==> src/rtl/pvb_queue.sv <==
// ============================================================================
// pvb_queue: small synchronous queue
// Register-based circular buffer with a count; the head entry is visible
// whenever the queue is not empty.
// ============================================================================
`timescale 1ns / 1ps
`default_nettype none

module pvb_queue #(
   parameter int WIDTH = 8,
   parameter int DEPTH = 4
) (
   input  logic             clock,
   input  logic             reset,
   input  logic             push,
   input  logic [WIDTH-1:0] push_data,
   output logic             full,
   input  logic             pop,
   output logic [WIDTH-1:0] head,
   output logic             empty
);

   localparam int PTR_BITS = (DEPTH > 1) ? $clog2(DEPTH) : 1;
   localparam int CNT_BITS = $clog2(DEPTH + 1);

   logic [WIDTH-1:0]    store_ff [DEPTH];
   logic [PTR_BITS-1:0] wr_ptr_ff, wr_ptr_in;
   logic [PTR_BITS-1:0] rd_ptr_ff, rd_ptr_in;
   logic [CNT_BITS-1:0] count_ff, count_in;
   logic                do_push;
   logic                do_pop;

   assign full    = (count_ff == CNT_BITS'(DEPTH));
   assign empty   = (count_ff == '0);
   assign head    = store_ff[rd_ptr_ff];
   assign do_push = push && !full;
   assign do_pop  = pop && !empty;

   always_comb begin
      wr_ptr_in = wr_ptr_ff;
      rd_ptr_in = rd_ptr_ff;
      count_in  = count_ff;
      if (do_push) begin
         wr_ptr_in = (wr_ptr_ff == PTR_BITS'(DEPTH - 1)) ? '0 : wr_ptr_ff + 1'b1;
      end
      if (do_pop) begin
         rd_ptr_in = (rd_ptr_ff == PTR_BITS'(DEPTH - 1)) ? '0 : rd_ptr_ff + 1'b1;
      end
      if (do_push && !do_pop) begin
         count_in = count_ff + 1'b1;
      end else if (do_pop && !do_push) begin
         count_in = count_ff - 1'b1;
      end
   end

   always_ff @(posedge clock) begin
      if (reset) begin
         wr_ptr_ff <= '0;
         rd_ptr_ff <= '0;
         count_ff  <= '0;
      end else begin
         wr_ptr_ff <= wr_ptr_in;
         rd_ptr_ff <= rd_ptr_in;
         count_ff  <= count_in;
      end
   end

   always_ff @(posedge clock) begin
      if (do_push) begin
         store_ff[wr_ptr_ff] <= push_data;
      end
   end

endmodule

`default_nettype wire

==> config.mk <==
export PLATFORM = sky130hd
export DESIGN_NAME = pvb_queue
export DESIGN_NICKNAME = d
export VERILOG_FILES = /design/src/rtl/pvb_queue.sv
export SDC_FILE = /design/constraint.sdc
export NUM_CORES = 1
export LEC_CHECK = 0
export BUFFER_PORTS_ARGS = -buffer_cell sky130_fd_sc_hd__buf_2
export CORE_UTILIZATION = 35
export CTS_CLUSTER_DIAMETER = 150
export CTS_CLUSTER_SIZE = 16
export DETAILED_ROUTE_END_ITERATION = 12
export PLACE_DENSITY_LB_ADDON = 0.2
export RECOVER_POWER = 50
export SLEW_MARGIN = 20
export SYNTH_ARGS = -nofsm -noshare
export SYNTH_HDL_FRONTEND = slang
export SYNTH_SLANG_ARGS = --single-unit
==> constraint.sdc <==
create_clock -name clock -period 2 [get_ports clock]
set_clock_uncertainty 0.05 [all_clocks]
set_input_delay 0.3 -clock clock [delete_from_list [all_inputs] [get_ports clock]]
set_output_delay 0.3 -clock clock [all_outputs]
set_load 0.1 [all_outputs]
# Word level (Yosys, flattened, before mapping)
# Memory sizes are Yosys's and may differ from the RTL's. A register that Yosys moved wholly into a read port is not among the register bits.
# Cells that the tools add are included.
# Widths: inputs -> output; s select.
dict set report totals {
  input_bits 12
  n_memories 1
  mem_bits_rw 32
  reg_bits 7
  out_inout_bits 10
}
dict set report op_classes {
  n_eq_ne 3
  n_addsub 4
  reduce_logical 10
  mux 8
}
# memory words word_bits rd rd_clocked_by_memory_dff write_ports line
set mem_list {}
lappend mem_list {store_ff 4 8 1 1 1 26} ;# logic [WIDTH-1:0] store_ff [DEPTH];
# op n
set ops {}
lappend ops {{$mux 2} 4}
lappend ops {{$mux 3} 2}
lappend ops {{$add 2x1->2 const B} 2}
lappend ops {{$eq 2x2->1 const B} 2}
lappend ops {{$logic_and 1x1->1} 4}
lappend ops {{$logic_not 1->1} 4}
lappend ops {{$add 3x1->3 const B} 1}
lappend ops {{$eq 3x3->1 const B} 1}
lappend ops {{$logic_not 3->1} 1}
lappend ops {{$sub 3x1->3 const B} 1}
lappend ops {{$mux 1} 2}
lappend ops {{$reduce_bool 2->1} 1}

# Depth between registers and ports, before layout
# Gate-level depths: netlist of run 1.
dict set report logic_depth {
  word_depth 7
  mapped_depth 10
  mapped_depth_nobuf 9
}

# Worst setup path before layout of run 1
# No wires, ideal clock.
dict set report synth_timing {
  path_type {register to output}
  start {reg count_ff[0]}
  end {out empty}
  path_stages_with_launch 2
  path_slack_ps -789
  n_path_buf 0
  t_arrival_ps 2439
  path_cell_list {dfxtp_1 > nor3_1}
}
dict set report synth_via {
  elab_chain_len 1
}
# element line
set synth_rtl {}
lappend synth_rtl {{start, declared} 29} ;# logic [CNT_BITS-1:0] count_ff, count_in;
lappend synth_rtl {{start signal, assigned} 64} ;# count_ff <= count_in;
lappend synth_rtl {{$logic_not 3->1} 34} ;# assign empty = (count_ff == '0);
lappend synth_rtl {{end, declared} 20} ;# output logic empty
# Every way passes these cells.

# Worst setup path in the final report of run 1
dict set report layout_timing {
  start {reg count_ff[2]}
  end {reg count_ff[2]}
}
dict set report layout_via {
  elab_chain_len 6
}
# element line
set layout_rtl {}
lappend layout_rtl {{$eq 3x3->1 *} 33} ;# assign full = (count_ff == CNT_BITS'(DEPTH));
lappend layout_rtl {{$logic_not 1->1 *} 36} ;# assign do_push = push && !full;
lappend layout_rtl {{$logic_and 1x1->1 *} 36}
lappend layout_rtl {{named net do_push} 30} ;# logic do_push;
lappend layout_rtl {{$logic_not 1->1} 51} ;# end else if (do_pop && !do_push) begin
lappend layout_rtl {{$logic_and 1x1->1} 51}
lappend layout_rtl {{$reduce_bool 2->1 (no line)} -}
# The timed path passes the listed nets; every way through them passes the cells marked *. The select of a mux whose other input is x is not followed.
# A chain may end at the register's enable or synchronous reset.

==> results of run 1 <==
[timing repair]
| item | in CTS | in global routing |
|---|---|---|
| pin swaps | 2 | 6 |
| resized for setup | 3 | 14 |
| buffers inserted | 1 | 1 |
| hold buffers | 0 | 0 |
| endpoints found under the setup margin | 1 | 7 |
[registers in the layout, indices dropped and copies added (netlist names), named ones only]
register	count
store_ff	32
count_ff	3
rd_ptr_ff	2
wr_ptr_ff	2
[layout make-up]
| class | instances | area share [%] |
|---|---|---|
| sequential | 41 | 55.0 |
| multi-input combinational | 42 | 24.3 |
| timing repair buffer | 34 | 11.0 |
| clock buffer | 6 | 3.47 |
| tap | 52 | 3.11 |
| clock inverter | 2 | 1.62 |
| inverter | 5 | 1.50 |
[power breakdown]
| group | internal (mW) | leakage, nW | total [mW] | switching [mW] |
|---|---|---|---|---|
| clock | 0.368 | 0.0528 | 0.640 | 0.272 |
| sequential | 1.05 | 0.369 | 1.11 | 0.0575 |
| combinational | 0.472 | 0.341 | 1.42 | 0.952 |
[per-layer routing]
metal | global-route usage, % | up-vias
met1 | 13.2 | 432
met2 | 22.2 | 17
li1 | - | 423
met3 | 5.27 | 5
met4 | 5.33 | 0
met5 | 0 | -
[stage by stage]
step	TNS (ns)	power (mW)	util, %	hold WS (ns)
2_1_floorplan	-0.199	2.17	-	0.349
3_3_place_gp	-0.0469	2.44	43.3	0.430
3_5_place_dp	-0.0726	2.46	43.3	0.442
4_1_cts	0	3.14	46.3	0.153
5_1_grt	-0.0657	3.32	47.0	0.210
6_report	0	3.17	47.0	0.206
[logic make-up (layout without fill, tap and decap cells)]
family	count (synthesis)	in the layout
xor+xnor	2	2
fa+ha+maj	7	7
compound gates	7	7
mux	10	10
buf+inv	9	47
flops	41	41
simple gates	16	16
[worst min-delay path by stage]
stage,startpoint,to,slack [ns],depth (start not counted)
6_report,push_data[4],store_ff[0][4]$_DFFE_PP_,0.21,1
5_1_grt,push_data[4],store_ff[1][4]$_DFFE_PP_,0.21,1
4_1_cts,push_data[4],store_ff[0][4]$_DFFE_PP_,0.15,1
3_5_place_dp,rd_ptr_ff[0]$_SDFFE_PP0P_,register,0.44,2
3_3_place_gp,rd_ptr_ff[0]$_SDFFE_PP0P_,rd_ptr_ff[0]$_SDFFE_PP0P_,0.43,2
2_1_floorplan,push_data[0],store_ff[0][0]$_DFFE_PP_,0.35,0
[layout by cell type, fill, tap and decap left out, types with 2 or more instances in the layout]
| master | instances |
|---|---|
| sky130_fd_sc_hd__edfxtp_1 | 32 |
| sky130_fd_sc_hd__mux4_2 | 8 |
| sky130_fd_sc_hd__clkbuf_1 | 9 |
| sky130_fd_sc_hd__ha_1 | 5 |
| sky130_fd_sc_hd__clkbuf_4 | 2 |
| sky130_fd_sc_hd__nor2_1 | 3 |
| sky130_fd_sc_hd__dfxtp_1 | 6 |
| sky130_fd_sc_hd__nand3_1 | 2 |
| sky130_fd_sc_hd__buf_4 | 15 |
| sky130_fd_sc_hd__and3_2 | 4 |
| sky130_fd_sc_hd__clkbuf_8 | 5 |
| sky130_fd_sc_hd__mux2i_1 | 2 |
| sky130_fd_sc_hd__buf_2 | 6 |
| sky130_fd_sc_hd__inv_1 | 3 |
| sky130_fd_sc_hd__buf_6 | 2 |
| sky130_fd_sc_hd__dfxtp_4 | 2 |
| sky130_fd_sc_hd__a21oi_1 | 2 |
[critical path, stage by stage, from the launching register on]
cell                       delay (ns)
sky130_fd_sc_hd__dfxtp_2         0.33
sky130_fd_sc_hd__or3b_4          0.27
sky130_fd_sc_hd__clkinv_8        0.05
sky130_fd_sc_hd__nor2_4          0.10
sky130_fd_sc_hd__ha_4            0.15
sky130_fd_sc_hd__inv_2           0.03
sky130_fd_sc_hd__fa_2            0.34
sky130_fd_sc_hd__xor2_2          0.15
sky130_fd_sc_hd__or3_4           0.32
sky130_fd_sc_hd__a21oi_2         0.13
==> impl_results.html, run 1 <==
<table>
<tr><th>Metric</th><th>Value</th></tr>
<tr><th colspan="2">Synth</th></tr>
<tr><td>Portion of netlist area occupied by mux cells</td><td>12.2%</td></tr>
<tr><td>Nets in the synthesized netlist</td><td>111</td></tr>
<tr><td>Syn Std Cell Area</td><td>1650 um2</td></tr>
<tr><td>Total of flip-flops plus latches after synthesis</td><td>41</td></tr>
<tr><td>Fraction of synthesized cell area in xor and xnor cells</td><td>1.06%</td></tr>
<tr><td>Synthesized-area fraction occupied by ao, oa, aoi and oai cells</td><td>3.04%</td></tr>
<tr><td>Most common cell in the synthesized netlist</td><td>sky130_fd_sc_hd__edfxtp_1</td></tr>
<tr><td>Post-synth cell types</td><td>26</td></tr>
<tr><td>Post-synth top cells</td><td>32 x sky130_fd_sc_hd__edfxtp_1, 9 x sky130_fd_sc_hd__dfxtp_1, 8 x sky130_fd_sc_hd__mux4_2, 6 x sky130_fd_sc_hd__ha_1</td></tr>
<tr><td>Biggest area contributors in the synthesized netlist</td><td>sky130_fd_sc_hd__edfxtp_1 58%, sky130_fd_sc_hd__dfxtp_1 11%, sky130_fd_sc_hd__mux4_2 11%, sky130_fd_sc_hd__ha_1 4.6%, sky130_fd_sc_hd__and3_2 1.8%</td></tr>
<tr><td>Synthesized-area fraction occupied by and/or/nand/nor cells</td><td>5.70%</td></tr>
<tr><td>Sequential cell area fraction in the yosys report</td><td>69.4%</td></tr>
<tr><td>Fraction of the mapped netlist area in adder cells</td><td>5.78%</td></tr>
<tr><td>Share of synthesized registers carrying an async set or reset</td><td>0%</td></tr>
<tr><td>Dominant combinational cell family by area after synthesis</td><td>multiplexers</td></tr>
<tr><td>Number of warning messages in the yosys log</td><td>0</td></tr>
<tr><td>Largest area contributor in the netlist</td><td>sky130_fd_sc_hd__edfxtp_1</td></tr>
<tr><td>Predominant post-synthesis flop cell</td><td>sky130_fd_sc_hd__edfxtp_1</td></tr>
<tr><td>Synthesized area per cell</td><td>17.9 um2</td></tr>
<tr><td>Number of flops mapped to enable cells by yosys</td><td>32</td></tr>
<tr><td>Area share of the largest cell type after synthesis</td><td>58.4%</td></tr>
<tr><td>Synthesized instance count</td><td>92</td></tr>
<tr><th colspan="2">Worst setup path</th></tr>
<tr><td>Setup crit start</td><td>count_ff[2]$_SDFFE_PP0P_</td></tr>
<tr><td>Worst reg-to-reg setup slack</td><td>0.007 ns</td></tr>
<tr><td>Cell depth of the worst flop-to-flop path</td><td>9</td></tr>
<tr><td>Class of the most critical setup path</td><td>register to register</td></tr>
<tr><td>Worst Setup End Kind</td><td>register</td></tr>
<tr><td>End point of the critical path</td><td>count_ff[2]$_SDFFE_PP0P_</td></tr>
<tr><td>WP data arrival</td><td>2.17 ns</td></tr>
<tr><td>Worst reg2reg endpoint</td><td>count_ff[2]$_SDFFE_PP0P_</td></tr>
<tr><td>Critical-path maximum fanout</td><td>2</td></tr>
<tr><td>Reg2reg start</td><td>count_ff[2]$_SDFFE_PP0P_</td></tr>
<tr><td>Nature of the critical path startpoint</td><td>register</td></tr>
<tr><td>Req. time, crit path</td><td>2.17 ns</td></tr>
<tr><th colspan="2">Final layout</th></tr>
<tr><td>Fillcell total</td><td>411</td></tr>
<tr><td>Post-route insts no fill</td><td>182</td></tr>
<tr><td>Multi-input logic area</td><td>508 um2</td></tr>
<tr><td>Layout overhead on the synthesized area</td><td>27.1%</td></tr>
<tr><td>Final Cell Area</td><td>2090 um2</td></tr>
<tr><td>Nets</td><td>148</td></tr>
<tr><td>Storage element area</td><td>1150 um2</td></tr>
<tr><td>Layout cells sized above 1</td><td>45.4%</td></tr>
<tr><td>Antenna fix cells</td><td>0</td></tr>
<tr><th colspan="2">Place</th></tr>
<tr><td>Total cell area at the placement stage</td><td>1920 um2</td></tr>
<tr><td>Weighted congestion at the end of routability-driven global placement</td><td>0.787</td></tr>
<tr><td>Total instance count after detailed placement</td><td>172</td></tr>
<tr><td>Setup slack at placement</td><td>-0.0726 ns</td></tr>
<tr><td>Count of input and output buffers</td><td>21</td></tr>
<tr><td>Post-detailed-placement half-perimeter wirelength</td><td>1940 um</td></tr>
<tr><th colspan="2">Timing</th></tr>
<tr><td>Maximum frequency from static timing analysis</td><td>502 MHz</td></tr>
<tr><td>Worst slew pin tran</td><td>0.496 ns</td></tr>
<tr><td>Endpoints failing setup</td><td>0</td></tr>
<tr><td>Final hold violations</td><td>0</td></tr>
<tr><td>Crit share post-route</td><td>99.6%</td></tr>
<tr><td>Relative max-transition margin</td><td>67.1%</td></tr>
<tr><td>Setup repair after global routing missed its margin</td><td>yes</td></tr>
<tr><td>Final critical path time including I/O delays and setup</td><td>1.99 ns</td></tr>
<tr><td>Fin worst setup slack</td><td>0.00722 ns</td></tr>
<tr><td>Final Slew Violations</td><td>0</td></tr>
<tr><th colspan="2">Power and ir drop</th></tr>
<tr><td>Worst-case vdd ir drop</td><td>0.000905 V</td></tr>
<tr><td>Static Leakage</td><td>0.763 nW</td></tr>
<tr><td>Power density over the cells</td><td>1520 nW/um2</td></tr>
<tr><th colspan="2">Routing</th></tr>
<tr><td>Pre-antenna DRT Iters</td><td>4</td></tr>
<tr><td>Highest routed metal layer</td><td>met4</td></tr>
<tr><td>Via total after detailed routing</td><td>877</td></tr>
<tr><td>Sum of met3 wire segment lengths after detailed routing</td><td>152 um</td></tr>
<tr><td>Number of nets with antenna violations after detailed routing</td><td>0</td></tr>
<tr><td>Wire length on met2</td><td>1440 um</td></tr>
<tr><td>Routed length per placed instance</td><td>15.0 um</td></tr>
<tr><td>Via-per-instance ratio</td><td>4.82</td></tr>
<tr><td>Number of design-rule violations left by the first detailed-router iteration</td><td>21</td></tr>
<tr><td>Routed length on met1</td><td>1090 um</td></tr>
<tr><td>DRC violation count after routing</td><td>0</td></tr>
<tr><td>Total length of routed wires</td><td>2730 um</td></tr>
<tr><th colspan="2">Floorplan</th></tr>
<tr><td>Num rows</td><td>24</td></tr>
<tr><td>Number of top-level design ports</td><td>22</td></tr>
<tr><td>Core region area</td><td>4440 um2</td></tr>
<tr><td>Die Height</td><td>70.6 um</td></tr>
<tr><td>Initial Util</td><td>37.0%</td></tr>
<tr><td>Die extent in x</td><td>70.6 um</td></tr>
<tr><td>Die footprint</td><td>4980 um2</td></tr>
<tr><th colspan="2">Global routing</th></tr>
<tr><td>Vias in the first global route</td><td>949</td></tr>
<tr><td>Global-route usage over all layers</td><td>12.6%</td></tr>
<tr><td>Antenna violations before repair</td><td>0</td></tr>
<tr><td>Wire length of the first global-routing pass</td><td>4490 um</td></tr>
<tr><td>Overflow left after global routing</td><td>0</td></tr>
<tr><td>Maximum number of pins on one net before global-route repair</td><td>13</td></tr>
<tr><th colspan="2">Flow run</th></tr>
<tr><td>Max Cap Violations</td><td>0</td></tr>
<tr><th colspan="2">Clocking</th></tr>
<tr><td>Root buffer selected by CTS</td><td>sky130_fd_sc_hd__clkbuf_8</td></tr>
<tr><td>Clock-pin slew on the worst setup and hold paths</td><td>0.08 ns</td></tr>
<tr><td>Number of buffers created by CTS</td><td>5</td></tr>
<tr><td>Max H-tree Level</td><td>2</td></tr>
<tr><td>Worst skew pair latency</td><td>0.29 ns</td></tr>
<tr><td>Clk sink count</td><td>41</td></tr>
<tr><td>Clock tree from TritonCTS</td><td>yes</td></tr>
<tr><td>Largest buffer count on any clock path</td><td>2</td></tr>
<tr><th colspan="2">Status</th></tr>
<tr><td>Status</td><td>finished, final reports clean</td></tr>
<tr><th colspan="2">Worst hold path</th></tr>
<tr><td>Type of the worst min-delay path</td><td>input pin to register</td></tr>
</table>
No activity file was read; power rests on OpenSTA's default activity.
==> run 2: changes to the inputs <==
==> constraint.sdc (replaced) <==
create_clock -name clock -period 2.4 [get_ports clock]
set_clock_uncertainty 0.05 [all_clocks]
set_input_delay 0.36 -clock clock [delete_from_list [all_inputs] [get_ports clock]]
set_output_delay 0.36 -clock clock [all_outputs]
set_load 0.1 [all_outputs]
==> impl_results.html, run 2 (synthesis gave the netlist of run 1 again) <==
<table>
<tr><th>Metric</th><th>Value</th></tr>
<tr><th colspan="2">Clocking</th></tr>
<tr><td>Clk sink count</td><td>41 (unchanged)</td></tr>
<tr><td>Number of buffers created by CTS</td><td>5 (unchanged)</td></tr>
<tr><td>Clock tree from TritonCTS</td><td>yes</td></tr>
<tr><td>Worst skew pair latency</td><td>0.29 ns (about the same)</td></tr>
<tr><td>Clock-pin slew on the worst setup and hold paths</td><td>0.07 ns (about the same)</td></tr>
<tr><td>Max H-tree Level</td><td>2 (unchanged)</td></tr>
<tr><td>Root buffer selected by CTS</td><td>sky130_fd_sc_hd__clkbuf_8</td></tr>
<tr><td>Largest buffer count on any clock path</td><td>2 (unchanged)</td></tr>
<tr><th colspan="2">Floorplan</th></tr>
<tr><td>Number of top-level design ports</td><td>22 (unchanged)</td></tr>
<tr><td>Die Height</td><td>70.6 um (unchanged)</td></tr>
<tr><td>Initial Util</td><td>37.0% (unchanged)</td></tr>
<tr><td>Die footprint</td><td>4980 um2 (unchanged)</td></tr>
<tr><td>Core region area</td><td>4440 um2 (unchanged)</td></tr>
<tr><td>Die extent in x</td><td>70.6 um (unchanged)</td></tr>
<tr><td>Num rows</td><td>24 (unchanged)</td></tr>
<tr><th colspan="2">Status</th></tr>
<tr><td>Violations in the final reports</td><td>DRC</td></tr>
<tr><td>Status</td><td>complete, but fails checks</td></tr>
<tr><th colspan="2">Timing</th></tr>
<tr><td>Final hold violations</td><td>0 (unchanged)</td></tr>
<tr><td>Crit share post-route</td><td>93.4% (-6.3 points)</td></tr>
<tr><td>Final Slew Violations</td><td>0 (unchanged)</td></tr>
<tr><td>Final critical path time including I/O delays and setup</td><td>2.24 ns (+0.248 ns)</td></tr>
<tr><td>Worst slew pin tran</td><td>0.490 ns (-0.00626 ns)</td></tr>
<tr><td>Setup TNS after final layout</td><td>0 ns (unchanged)</td></tr>
<tr><td>Setup repair after global routing missed its margin</td><td>no</td></tr>
<tr><td>Fin worst setup slack</td><td>0.159 ns (+0.152 ns)</td></tr>
<tr><td>Maximum frequency from static timing analysis</td><td>446 MHz (-11%)</td></tr>
<tr><td>Hold slack</td><td>0.280 ns (+0.0745 ns)</td></tr>
<tr><td>Relative max-transition margin</td><td>67.6% (+0.41 points)</td></tr>
<tr><td>Endpoints failing setup</td><td>0 (unchanged)</td></tr>
<tr><th colspan="2">Routing</th></tr>
<tr><td>Total length of routed wires</td><td>2650 um (-2.8%)</td></tr>
<tr><td>Number of design-rule violations left by the first detailed-router iteration</td><td>30 (+43%)</td></tr>
<tr><td>Via-per-instance ratio</td><td>4.95 (+2.8%)</td></tr>
<tr><td>Number of nets with antenna violations after detailed routing</td><td>0 (unchanged)</td></tr>
<tr><td>Pre-antenna DRT Iters</td><td>8 (+4)</td></tr>
<tr><td>Via total after detailed routing</td><td>867 (-1.1%)</td></tr>
<tr><td>Routed length per placed instance</td><td>15.2 um (+1.1%)</td></tr>
<tr><td>DRC violation count after routing</td><td>4 (+4)</td></tr>
<tr><th colspan="2">Power and ir drop</th></tr>
<tr><td>Static Leakage</td><td>0.708 nW (-7.3%)</td></tr>
<tr><td>Power density over the cells</td><td>1280 nW/um2 (-16%)</td></tr>
<tr><td>Worst-case vdd ir drop</td><td>0.000438 V (-52%)</td></tr>
<tr><td>Total design power</td><td>2.51 mW (-21%)</td></tr>
<tr><th colspan="2">Global routing</th></tr>
<tr><td>Maximum number of pins on one net before global-route repair</td><td>14 (+1)</td></tr>
<tr><td>Wire length of the first global-routing pass</td><td>4280 um (-4.5%)</td></tr>
<tr><td>Antenna violations before repair</td><td>0 (unchanged)</td></tr>
<tr><td>Vias in the first global route</td><td>893 (-5.9%)</td></tr>
<tr><td>Overflow left after global routing</td><td>0 (unchanged)</td></tr>
<tr><td>Global-route usage over all layers</td><td>12.2% (-0.37 points)</td></tr>
<tr><th colspan="2">Worst setup path</th></tr>
<tr><td>Critical-path maximum fanout</td><td>4 (+2)</td></tr>
<tr><td>WP data arrival</td><td>2.41 ns (+0.24 ns)</td></tr>
<tr><td>Req. time, crit path</td><td>2.57 ns (+0.40 ns)</td></tr>
<tr><td>Worst Setup End Kind</td><td>register</td></tr>
<tr><td>Class of the most critical setup path</td><td>register to register</td></tr>
<tr><td>Nature of the critical path startpoint</td><td>register</td></tr>
<tr><th colspan="2">Final layout</th></tr>
<tr><td>Largest Register</td><td>store_ff</td></tr>
<tr><td>Most common cell after layout, fill and taps aside</td><td>sky130_fd_sc_hd__edfxtp_1</td></tr>
<tr><td>Core occupancy in the finished layout</td><td>44.1% (-3.0 points)</td></tr>
<tr><td>Antenna fix cells</td><td>0 (unchanged)</td></tr>
<tr><td>Post-route insts no fill</td><td>175 (-3.8%)</td></tr>
<tr><td>Final Cell Area</td><td>1960 um2 (-6.3%)</td></tr>
<tr><td>Layout overhead on the synthesized area</td><td>19.1%</td></tr>
<tr><td>Nets</td><td>141 (-4.7%)</td></tr>
<tr><td>Registers with the highest flip-flop counts</td><td>store_ff (32), count_ff (3)</td></tr>
<tr><td>Layout cells sized above 1</td><td>34.1% (-11 points)</td></tr>
<tr><td>Flip-flop count of the largest register, all copies and words added</td><td>32 (unchanged)</td></tr>
<tr><td>Commonest cells after routing, fill and taps aside</td><td>32 x sky130_fd_sc_hd__edfxtp_1, 13 x sky130_fd_sc_hd__buf_2, 11 x sky130_fd_sc_hd__clkbuf_1</td></tr>
<tr><th colspan="2">Place</th></tr>
<tr><td>Post-detailed-placement half-perimeter wirelength</td><td>1860 um (-4.6%)</td></tr>
<tr><td>Total cell area at the placement stage</td><td>1850 um2 (-3.9%)</td></tr>
<tr><td>Weighted congestion at the end of routability-driven global placement</td><td>0.746 (-5.2%)</td></tr>
<tr><td>Setup slack at placement</td><td>0.0858 ns (+0.158 ns)</td></tr>
<tr><td>Total instance count after detailed placement</td><td>167 (-2.9%)</td></tr>
<tr><td>Count of input and output buffers</td><td>21 (unchanged)</td></tr>
<tr><th colspan="2">Worst hold path</th></tr>
<tr><td>Type of the worst min-delay path</td><td>input pin to register</td></tr>
<tr><th colspan="2">Flow run</th></tr>
<tr><td>Max Cap Violations</td><td>0 (unchanged)</td></tr>
</table>
==> run 2: cell types whose count changed in the layout (fill, tap and decap cells not counted), moves of 2 or more <==
cell and change:
sky130_fd_sc_hd__buf_2 +7, sky130_fd_sc_hd__clkbuf_1 +2, sky130_fd_sc_hd__and3_2 -2, sky130_fd_sc_hd__dfxtp_1 +3, sky130_fd_sc_hd__buf_6 -2, sky130_fd_sc_hd__and3_1 +2
sky130_fd_sc_hd__dfxtp_4 -2, sky130_fd_sc_hd__buf_4 -12, sky130_fd_sc_hd__clkbuf_4 -2
==> run 2: critical path: stages, from the launching register on <==
cell and delay, ns:
sky130_fd_sc_hd__dfxtp_1 0.35, sky130_fd_sc_hd__clkbuf_1 0.15, sky130_fd_sc_hd__o31ai_4 0.28, sky130_fd_sc_hd__ha_2 0.23, sky130_fd_sc_hd__inv_1 0.05, sky130_fd_sc_hd__fa_1 0.37, sky130_fd_sc_hd__xor2_1 0.15, sky130_fd_sc_hd__or3_2 0.40
sky130_fd_sc_hd__a21oi_1 0.15
==> run 2: worst paths after layout <==
path	startpoint	end	slack (ns)	cells after the start
setup / recovery	count_ff[1]$_SDFFE_PP0P_	count_ff[2]$_SDFFE_PP0P_	0.16	8
hold / removal	push_data[3]	store_ff[0][3]$_DFFE_PP_	0.28	1
setup reg to reg	count_ff[1]$_SDFFE_PP0P_	count_ff[2]$_SDFFE_PP0P_	0.16	8
hold reg to reg	rd_ptr_ff[0]$_SDFFE_PP0P_	rd_ptr_ff[0]$_SDFFE_PP0P_	0.46	2
==> run 2: report_power, final <==
group          internal [mW]  leakage [nW]  switching (mW)
clock network          0.338        0.0574           0.230
registers              0.866         0.367          0.0516
logic                  0.269         0.283           0.755
total                   1.47         0.708            1.04
==> run 2: cell type report <==
class,instances,area (um2)
Fill cell,409,2480
Sequential cell,41,1140
Multi-Input combinational cell,42,473
Timing Repair Buffer,27,129
Clock buffer,6,82.6
Tap cell,52,65.1
Clock inverter,2,37.5
Inverter,5,31.3
==> run 2: what timing repair did <==
item / CTS / global route
gates resized for setup: 0 / 3
hold buffers: 0 / 0
buffers inserted: 0 / 0
endpoints found under the setup margin: 0 / 1
==> run 2: routing by layer <==
metal / GRT usage [%] / vias to the layer above / share of wire (%)
met4: 6.00 / 0 / 1.1
met1: 13.7 / 432 / 41
met2: 20.4 / 20 / 53
li1: - / 411 / -
met3: 4.84 / 4 / 4.8
met5: 0 / - / 0
==> run 3: changes to the inputs <==
--- a/config.mk
+++ b/config.mk
@@ -6,7 +6,7 @@
 export NUM_CORES = 1
 export LEC_CHECK = 0
 export BUFFER_PORTS_ARGS = -buffer_cell sky130_fd_sc_hd__buf_2
-export CORE_UTILIZATION = 35
+export CORE_UTILIZATION = 60
 export CTS_CLUSTER_DIAMETER = 150
 export CTS_CLUSTER_SIZE = 16
 export DETAILED_ROUTE_END_ITERATION = 12
==> impl_results.html, run 3 (synthesis gave the netlist of run 1 again) <==
<table>
<tr><th>Metric</th><th>Value</th></tr>
<tr><th colspan="2">Final layout</th></tr>
<tr><td>Largest Register</td><td>store_ff</td></tr>
<tr><td>Final Cell Area</td><td>1880 um2 (-3.9%)</td></tr>
<tr><td>Flip-flop count of the largest register, all copies and words added</td><td>32 (unchanged)</td></tr>
<tr><td>Commonest cells after routing, fill and taps aside</td><td>32 x sky130_fd_sc_hd__edfxtp_1, 13 x sky130_fd_sc_hd__buf_2, 9 x sky130_fd_sc_hd__clkbuf_1</td></tr>
<tr><td>Most common cell after layout, fill and taps aside</td><td>sky130_fd_sc_hd__edfxtp_1</td></tr>
<tr><td>Multi-input logic area</td><td>478 um2 (+1.1%)</td></tr>
<tr><td>Fillcell total</td><td>167 (-59%)</td></tr>
<tr><td>Registers with the highest flip-flop counts</td><td>store_ff (32), count_ff (3)</td></tr>
<tr><td>Layout cells sized above 1</td><td>37.2% (+3.0 points)</td></tr>
<tr><td>Nets</td><td>139 (-1.4%)</td></tr>
<tr><td>Antenna fix cells</td><td>0 (unchanged)</td></tr>
<tr><td>Layout overhead on the synthesized area</td><td>14.4%</td></tr>
<tr><td>Storage element area</td><td>1140 um2 (+0.33%)</td></tr>
<tr><th colspan="2">Timing</th></tr>
<tr><td>Final Slew Violations</td><td>0 (unchanged)</td></tr>
<tr><td>Maximum frequency from static timing analysis</td><td>437 MHz (-2.1%)</td></tr>
<tr><td>Setup repair after global routing missed its margin</td><td>no</td></tr>
<tr><td>Relative max-transition margin</td><td>66.9% (-0.65 points)</td></tr>
<tr><td>Crit share post-route</td><td>95.4% (+2.0 points)</td></tr>
<tr><td>Setup TNS after final layout</td><td>0 ns (unchanged)</td></tr>
<tr><td>Final hold violations</td><td>0 (unchanged)</td></tr>
<tr><td>Final critical path time including I/O delays and setup</td><td>2.29 ns (+0.0480 ns)</td></tr>
<tr><td>Worst slew pin tran</td><td>0.500 ns (+0.00988 ns)</td></tr>
<tr><td>Endpoints failing setup</td><td>0 (unchanged)</td></tr>
<tr><th colspan="2">Power and ir drop</th></tr>
<tr><td>Internal portion of total power</td><td>1.31 mW (-11%)</td></tr>
<tr><td>Clock power share</td><td>16.0% (-6.6 points)</td></tr>
<tr><td>Switching Power</td><td>1.01 mW (-2.6%)</td></tr>
<tr><td>Proportion of power drawn by combinational gates</td><td>43.8% (+3.0 points)</td></tr>
<tr><td>Static Leakage</td><td>0.691 nW (-2.3%)</td></tr>
<tr><td>Fraction of power consumed by sequential logic</td><td>40.2% (+3.6 points)</td></tr>
<tr><td>Switching Fraction</td><td>43.6% (+2.3 points)</td></tr>
<tr><td>Power density over the cells</td><td>1230 nW/um2 (-3.9%)</td></tr>
<tr><td>Total design power</td><td>2.32 mW (-7.6%)</td></tr>
<tr><td>Worst-case vdd ir drop</td><td>0.00110 V (+150%)</td></tr>
<tr><th colspan="2">Floorplan</th></tr>
<tr><td>Num rows</td><td>18 (-25%)</td></tr>
<tr><td>Die Height</td><td>54.4 um (-23%)</td></tr>
<tr><td>Die extent in x</td><td>54.4 um (-23%)</td></tr>
<tr><td>Core region area</td><td>2540 um2 (-43%)</td></tr>
<tr><td>Initial Util</td><td>64.7% (+28 points)</td></tr>
<tr><td>Die footprint</td><td>2960 um2 (-41%)</td></tr>
<tr><td>Number of top-level design ports</td><td>22 (unchanged)</td></tr>
<tr><th colspan="2">Worst setup path</th></tr>
<tr><td>Class of the most critical setup path</td><td>register to register</td></tr>
<tr><td>Critical-path maximum fanout</td><td>5 (+1)</td></tr>
<tr><td>Chain of cells forming the critical path</td><td>or3b_4, clkinv_8, nor2_4, ha_2, inv_1, fa_1, xor2_1, or3_2, a21oi_1</td></tr>
<tr><td>Req. time, crit path</td><td>2.62 ns (+0.05 ns)</td></tr>
<tr><td>CP max stage cell</td><td>sky130_fd_sc_hd__or3_2</td></tr>
<tr><td>Crit. path cell count</td><td>9 (+1)</td></tr>
<tr><td>Largest stage delay on the critical path</td><td>0.41 ns (about the same)</td></tr>
<tr><td>Nature of the critical path startpoint</td><td>register</td></tr>
<tr><td>Cell depth of the worst flop-to-flop path</td><td>9 (+1)</td></tr>
<tr><td>Kind of cell adding the most delay to the critical path</td><td>simple AND/OR/NAND/NOR gates</td></tr>
<tr><td>WP data arrival</td><td>2.51 ns (+0.10 ns)</td></tr>
<tr><td>Worst Setup End Kind</td><td>register</td></tr>
<tr><td>Count of buffer and inverter cells on the critical path</td><td>2 (unchanged)</td></tr>
<tr><th colspan="2">Global routing</th></tr>
<tr><td>Global-route usage over all layers</td><td>19.5% (+7.3 points)</td></tr>
<tr><td>Overflow left after global routing</td><td>0 (unchanged)</td></tr>
<tr><td>Wire length of the first global-routing pass</td><td>3530 um (-18%)</td></tr>
<tr><td>Maximum number of pins on one net before global-route repair</td><td>13 (-1)</td></tr>
<tr><td>Vias in the first global route</td><td>757 (-15%)</td></tr>
<tr><td>Antenna violations before repair</td><td>0 (unchanged)</td></tr>
<tr><th colspan="2">Routing</th></tr>
<tr><td>Total length of routed wires</td><td>2360 um (-11%)</td></tr>
<tr><td>Pre-antenna DRT Iters</td><td>4 (-4)</td></tr>
<tr><td>Via-per-instance ratio</td><td>5.63 (+14%)</td></tr>
<tr><td>DRC violation count after routing</td><td>0 (-4)</td></tr>
<tr><td>Routed length per placed instance</td><td>15.6 um (+3.2%)</td></tr>
<tr><td>Via total after detailed routing</td><td>850 (-2.0%)</td></tr>
<tr><td>Number of design-rule violations left by the first detailed-router iteration</td><td>14 (-53%)</td></tr>
<tr><td>Number of nets with antenna violations after detailed routing</td><td>0 (unchanged)</td></tr>
<tr><th colspan="2">Place</th></tr>
<tr><td>Total cell area at the placement stage</td><td>1810 um2 (-2.3%)</td></tr>
<tr><td>Count of input and output buffers</td><td>21 (unchanged)</td></tr>
<tr><td>Weighted congestion at the end of routability-driven global placement</td><td>0.730 (-2.2%)</td></tr>
<tr><td>Post-detailed-placement half-perimeter wirelength</td><td>1650 um (-11%)</td></tr>
<tr><th colspan="2">Clocking</th></tr>
<tr><td>Hold bufs inserted after CTS</td><td>0 (unchanged)</td></tr>
<tr><td>Number of buffers created by CTS</td><td>5 (unchanged)</td></tr>
<tr><td>Post-CTS Repair Setup Buffers</td><td>0 (unchanged)</td></tr>
<tr><td>Worst skew pair latency</td><td>0.34 ns (+0.05 ns)</td></tr>
<tr><td>Max H-tree Level</td><td>2 (unchanged)</td></tr>
<tr><td>Largest buffer count on any clock path</td><td>2 (unchanged)</td></tr>
<tr><td>Root buffer selected by CTS</td><td>sky130_fd_sc_hd__clkbuf_4</td></tr>
<tr><td>Clock-pin slew on the worst setup and hold paths</td><td>0.10 ns (+0.03 ns)</td></tr>
<tr><td>Clock tree from TritonCTS</td><td>yes</td></tr>
<tr><td>Clk sink count</td><td>41 (unchanged)</td></tr>
<tr><th colspan="2">Worst hold path</th></tr>
<tr><td>Type of the worst min-delay path</td><td>input pin to register</td></tr>
<tr><td>Min-Delay Path Depth</td><td>1 (unchanged)</td></tr>
<tr><th colspan="2">Flow run</th></tr>
<tr><td>Max Cap Violations</td><td>0 (unchanged)</td></tr>
<tr><th colspan="2">Status</th></tr>
<tr><td>Status</td><td>finished, final reports clean</td></tr>
</table>
run 3: cell count changes in the layout (fill, tap and decap cells not counted), sizes merged:
cell / change
clkinvlp: -1
clkbuf: -1
clkinv: +1
bufinv: -1
run 3: path summary, 6_finish.rpt:
path | start | endpoint | slack, ns
setup / recovery | count_ff[2]$_SDFFE_PP0P_ | count_ff[2]$_SDFFE_PP0P_ | 0.11
hold / removal | push_data[2] | store_ff[3][2]$_DFFE_PP_ | 0.22
setup reg to reg | count_ff[2]$_SDFFE_PP0P_ | count_ff[2]$_SDFFE_PP0P_ | 0.11
hold reg to reg | rd_ptr_ff[0]$_SDFFE_PP0P_ | rd_ptr_ff[0]$_SDFFE_PP0P_ | 0.47
run 3: through the flow:
step	std cells	util, %	hold slack, ns	setup slack (ns)
after floorplan	92	-	0.409	0.0474
after global placement	143	71.0	0.438	0.164
after detailed placement	143	71.0	0.452	0.0450
after CTS	151	73.7	0.156	0.0186
after global routing	151	74.0	0.209	0.0266
final	151	74.0	0.215	0.111
run 3: final cells by class:
class                           instances  area share (%)
Sequential cell                        41            60.8
Multi-Input combinational cell         42            25.4
Inverter                                5            1.66
Clock buffer                            7            3.46
Clock inverter                          1           0.266
Timing Repair Buffer                   25            6.45
Tap cell                               30            1.99
run 3: per-layer routing:
layer / track usage [%] / up-vias / routed length [um]
met4: 10.3 / 0 / 48
met3: 9.44 / 5 / 133
met5: 0 / - / 0
met2: 32.1 / 21 / 1260
met1: 20.6 / 413 / 919
li1: - / 411 / -
run 3: repair_timing:
| item | in CTS | in global routing |
|---|---|---|
| gates resized for setup | 0 | 7 |
| endpoints found under the setup margin | 0 | 1 |
| endpoints found under the hold margin | 0 | 0 |
run 3: power by group through the flow:
stage               clock network [mW]  registers (mW)  logic (mW)
floorplan                            0           0.923       0.863
global placement                     0           0.930       0.994
detailed placement                   0           0.939        1.01
CTS                              0.382           0.923        1.01
global route                     0.409           0.945        1.07
finish                           0.371           0.931        1.02
